$ cat src/msixt_pkg.sv
`default_nettype none

package msixt_pkg;

  localparam int unsigned ENTRY_BYTES = 16;
  localparam int unsigned CTRL_BYTE   = 12;
  localparam int unsigned MAX_SIZE    = 8;
  localparam int unsigned PBA_BITS    = 64;

  typedef enum logic [2:0] {
    MODE_TRIGGER = 3'd0,
    MODE_TBL_RD  = 3'd1,
    MODE_TBL_WR  = 3'd2,
    MODE_PBA_RD  = 3'd3,
    MODE_PBA_WR  = 3'd4
  } mode_e;

  typedef enum logic [1:0] {
    CFG_ENABLE  = 2'd0,
    CFG_FMASK   = 2'd1,
    CFG_ENTRIES = 2'd2
  } cfg_idx_e;

  typedef enum logic [1:0] {
    ST_CLEAR = 2'd0,
    ST_IDLE  = 2'd1,
    ST_EXEC  = 2'd2
  } state_e;

  typedef struct packed {
    logic clear;
    logic issue;
    logic exec;
  } ctrl_cmd_t;

  typedef struct packed {
    logic clear_last;
  } dp_status_t;

endpackage

`default_nettype wire

$ cat src/msixt_ctrl.sv
`default_nettype none

module msixt_ctrl (
  input  wire                   clk_i,
  input  wire                   rst_ni,
  input  wire                   in_valid_i,
  output logic                  in_stall_o,
  output logic                  out_valid_o,
  input  wire                   out_stall_i,
  input  msixt_pkg::dp_status_t status_i,
  output msixt_pkg::ctrl_cmd_t  cmd_o
);

  msixt_pkg::state_e state_q, state_d;
  logic              out_valid_q, out_valid_d;
  logic              out_free;

  assign out_free = !out_valid_q || !out_stall_i;

  always_comb begin
    state_d = state_q;
    case (state_q)
      msixt_pkg::ST_CLEAR: begin
        if (status_i.clear_last) begin
          state_d = msixt_pkg::ST_IDLE;
        end
      end
      msixt_pkg::ST_IDLE: begin
        if (in_valid_i) begin
          state_d = msixt_pkg::ST_EXEC;
        end
      end
      msixt_pkg::ST_EXEC: begin
        if (out_free) begin
          state_d = msixt_pkg::ST_IDLE;
        end
      end
      default: state_d = msixt_pkg::ST_CLEAR;
    endcase
  end

  always_comb begin
    cmd_o.clear = 1'b0;
    cmd_o.issue = 1'b0;
    cmd_o.exec  = 1'b0;
    in_stall_o  = 1'b1;
    case (state_q)
      msixt_pkg::ST_CLEAR: begin
        cmd_o.clear = 1'b1;
      end
      msixt_pkg::ST_IDLE: begin
        in_stall_o  = 1'b0;
        cmd_o.issue = in_valid_i;
      end
      msixt_pkg::ST_EXEC: begin
        cmd_o.exec = out_free;
      end
      default: begin
        in_stall_o = 1'b1;
      end
    endcase
  end

  always_comb begin
    out_valid_d = out_valid_q;
    if (cmd_o.exec) begin
      out_valid_d = 1'b1;
    end else if (out_valid_q && !out_stall_i) begin
      out_valid_d = 1'b0;
    end
  end

  always_ff @(posedge clk_i or negedge rst_ni) begin
    if (!rst_ni) begin
      state_q     <= msixt_pkg::ST_CLEAR;
      out_valid_q <= 1'b0;
    end else begin
      state_q     <= state_d;
      out_valid_q <= out_valid_d;
    end
  end

  assign out_valid_o = out_valid_q;

  a_accept_to_exec : assert property (@(posedge clk_i) disable iff (!rst_ni)
    (in_valid_i && !in_stall_o) |=> (state_q == msixt_pkg::ST_EXEC))
    else $error("accepted item did not enter execution");

  a_exec_gives_result : assert property (@(posedge clk_i) disable iff (!rst_ni)
    cmd_o.exec |=> out_valid_o)
    else $error("executed item produced no result");

  a_exec_one_cycle : assert property (@(posedge clk_i) disable iff (!rst_ni)
    (state_q == msixt_pkg::ST_EXEC && !out_valid_q) |=> (state_q != msixt_pkg::ST_EXEC))
    else $error("execution stalled with a free output register");

  a_no_issue_in_clear : assert property (@(posedge clk_i) disable iff (!rst_ni)
    (state_q == msixt_pkg::ST_CLEAR) |=> !$past(cmd_o.issue))
    else $error("item issued during clearing pass");

endmodule

`default_nettype wire

$ cat config.mk
export PLATFORM = sky130hd
export DESIGN_NAME = msixt_ctrl
export DESIGN_NICKNAME = d
export VERILOG_FILES = /design/src/msixt_pkg.sv /design/src/msixt_ctrl.sv
export SDC_FILE = /design/constraint.sdc
export NUM_CORES = 1
export LEC_CHECK = 0
export ABC_AREA = 1
export BUFFER_PORTS_ARGS = -buffer_cell sky130_fd_sc_hd__buf_2
export CAP_MARGIN = 20
export CORE_AREA = 2 2 39 41
export DETAILED_ROUTE_END_ITERATION = 12
export DIE_AREA = 0 0 41 43
export PLACE_DENSITY = 0.39
export SLEW_MARGIN = 20
export SYNTH_ARGS = -nofsm -noshare
export SYNTH_HDL_FRONTEND = slang
export SYNTH_SLANG_ARGS = --single-unit
$ cat constraint.sdc
create_clock -name clk_i -period 1.1 [get_ports clk_i]
set_clock_uncertainty 0.15 [all_clocks]
set_input_delay 0.11 -clock clk_i [delete_from_list [all_inputs] [get_ports clk_i]]
set_output_delay 0.11 -clock clk_i [all_outputs]
set_load 0.005 [all_outputs]
==> results.toml <==
[synth]
synth_area_um2 = 158
ys_top_cells_by_area = "dfrtp_1, inv_1, nand2_1, nor2_1, nand3_1"
syn_inst = 23
ys_seq_area_frac = 0.476
yosysTopAreaCellShare = 0.476
yosysWarningCount = 0
syn_avg_cell_area_um2 = 6.85
synth-seq-cells = 3
ys_types = 7
synth_fp_nets = 28
yosysTopAreaCell = "dfrtp_1"

[power_and_ir_drop]
powerDensity_mw_per_mm2 = 2460
power.leakage_nw = 0.161
peakVddDrop_mv = 0.715

[floorplan]
core_area_mm2 = 0.00138
pin_count = 10
start_util = 0.114
die_w_um = 41
fp.dieH_um = 43
row_count = 14
die_area_mm2 = 0.00176

[job]
maxCapViolations = 0

[place]
io_buffers = 9
gp_congestion = 0.613
dp_hpwl_um = 280

[global_route]
grt_pass1_wl_um = 593
overflow = 0
antenna_found_initial = 0
grt_max_degree = 6
grt_usage = 0.0563
first_global_vias = 176

[cts]
h-tree-depth = 1
cts_buffers = 3
clk_pin_slew_worst_paths_ns = 0.04
cts_sinks = 3
cts.path.max_buffers = 2
cts_tree = "built"
clock_latency_ns = 0.23
cts-root-buf = "clkbuf_4"

[timing]
hold_viol = 1
fmax_ghz = 0.802
relSlewSlack = 0.891
fin_crit_sh = 1.13
slew_viol_final = 0
period_needed_ns = 1.25
setup_slack_ns = -0.146
setup_viol = 4
hold_ws_ns = -0.0419
tightest_slew_ns = 0.162
rsz0062_at_grt = "true"

[cells_and_area]
syn_to_final_growth_pct = 66.7
layout.nets = 43
fill_cells = 166
drive_above_1_share = 0.432
utilization = 0.190
n_antenna_cell = 0

[routing]
wl_per_cell_um = 6.62
drc = 0
avgViaCountPerCell = 3.23
drtAntennaViolNets = 0
num_vias = 171
drt_iter0_drc = 7
drt_wl_total_um = 351
dr.pass1.iters = 4

[worst_setup_path]
start_kind = "register"
crit_buf_inv = 2
path_class = "register to output pin"
path_delay_family = "flip-flops"
end_kind = "output pin"
cp.arrival_ns = 0.99
crit_path_max_fanout = 5
crit_path_max_incr_delay_ns = 0.42
cpMaxStageDelayCell = "dfrtp_2"
critPathRequiredTime_ns = 0.84
cp_cell_sequence = "nor2_2, inv_1, nor2_1, buf_2"

[hold_path]
hold_path_class = "input port to register"

[status]
violations = "hold timing, setup timing"
status = "finished, violations left"
cells in the mapped netlist (all sizes together):
cell / count
dfrtp: 3
inv: 6
nand2: 6
o21ai: 1
buf: 1
nand3: 2
nor2: 4
flip-flops by register name, summed over array words and instances (netlist names):
signal / flops
state_q: 2
out_valid_o: 1
worst register-to-register path, stage by stage (launching register included):
cell and delay [ns]:
dfrtp_1 0.38, buf_4 0.13, nor2_1 0.11, nand2_1 0.07
nand3_1 0.07, nand2_1 0.05
metrics by stage:
stage | TNS [ns] | setup WS, ns | instance area [µm²] | instances | total power [mW]
final | -0.438 | -0.146 | 263 | 53 | 0.646
after global routing | -0.857 | -0.230 | 263 | 53 | 0.733
after CTS | -0.505 | -0.194 | 259 | 53 | 0.657
after detailed placement | 0 | 0.0445 | 215 | 47 | 0.431
after global placement | 0 | 0.0182 | 215 | 47 | 0.430
after floorplan | 0 | 0.0827 | 158 | 23 | 0.335
final timing paths:
kind	to	cells after the start	start	slack, ns
worst min register to register	out_valid_o	2	out_valid_o	0.35
worst min-delay path	out_valid_o	3	out_stall_i	-0.04
worst max register to register	state_q[0]	5	state_q[1]	0.02
worst max-delay path	cmd_o[0]	4	state_q[0]	-0.15
min in group asynchronous	state_q[0]	2	rst_ni	0.06
max in group asynchronous	state_q[0]	2	rst_ni	0.63
final cells by class:
cell class                 count  area (µm²)  share of cell area
clock buffer                   4        26.3               0.100
inverter                       6        22.5              0.0857
multi-input combinational     13        55.1               0.210
sequential                     3        76.3               0.290
tap                           16        20.0              0.0762
timing repair buffer          11        62.6               0.238
kinds of logic (layout without fill, tap and decap cells):
family	after synthesis	count (layout)	synth area share
and+or+nand+nor	12	12	0.302
buffers and inverters	7	21	0.190
DFF	3	3	0.476
AOI/OAI and AO/OA	1	1	0.0317
report_power, final:
| part | internal, mW | total [mW] | switching (mW) |
|---|---|---|---|
| clock network | 0.136 | 0.188 | 0.0528 |
| registers | 0.164 | 0.205 | 0.0404 |
| logic | 0.124 | 0.254 | 0.130 |
cell usage in the layout, fill, tap and decap left out:
| cell type | netlist | final |
|---|---|---|
| inv_1 | 6 | 5 |
| nor2_1 | 4 | 3 |
| clkbuf_4 | 0 | 3 |
| buf_2 | 0 | 9 |
| nor2_2 | 0 | 1 |
| o21ai_0 | 1 | 1 |
| clkbuf_1 | 0 | 1 |
| dfrtp_2 | 0 | 1 |
| dlygate4sd3_1 | 0 | 1 |
| dfrtp_1 | 3 | 2 |
| buf_4 | 1 | 1 |
| nand2_1 | 6 | 6 |
| inv_2 | 0 | 1 |
| nand3_1 | 2 | 2 |
timing repair:
| item | CTS | global route |
|---|---|---|
| buffers inserted | 1 | 0 |
| endpoints found under the hold margin | 4 | 0 |
| pin swaps | 1 | 0 |
| hold buffers | 1 | 0 |
| endpoints found under the setup margin | 4 | 5 |
| resized for setup | 1 | 2 |
| cloned | 0 | 0 |
per-layer routing:
| layer | up-vias | routed length [µm] | share of wire | GRT usage |
|---|---|---|---|---|
| met5 | - | 0 | 0 | 0 |
| met4 | 0 | 0 | 0 | 0.0800 |
| met3 | 0 | 39 | 0.11 | 0.0209 |
| met1 | 74 | 131 | 0.37 | 0.0615 |
| li1 | 92 | - | - | - |
| met2 | 5 | 181 | 0.52 | 0.0656 |
Note: power is estimated with default switching activity, not from simulation.
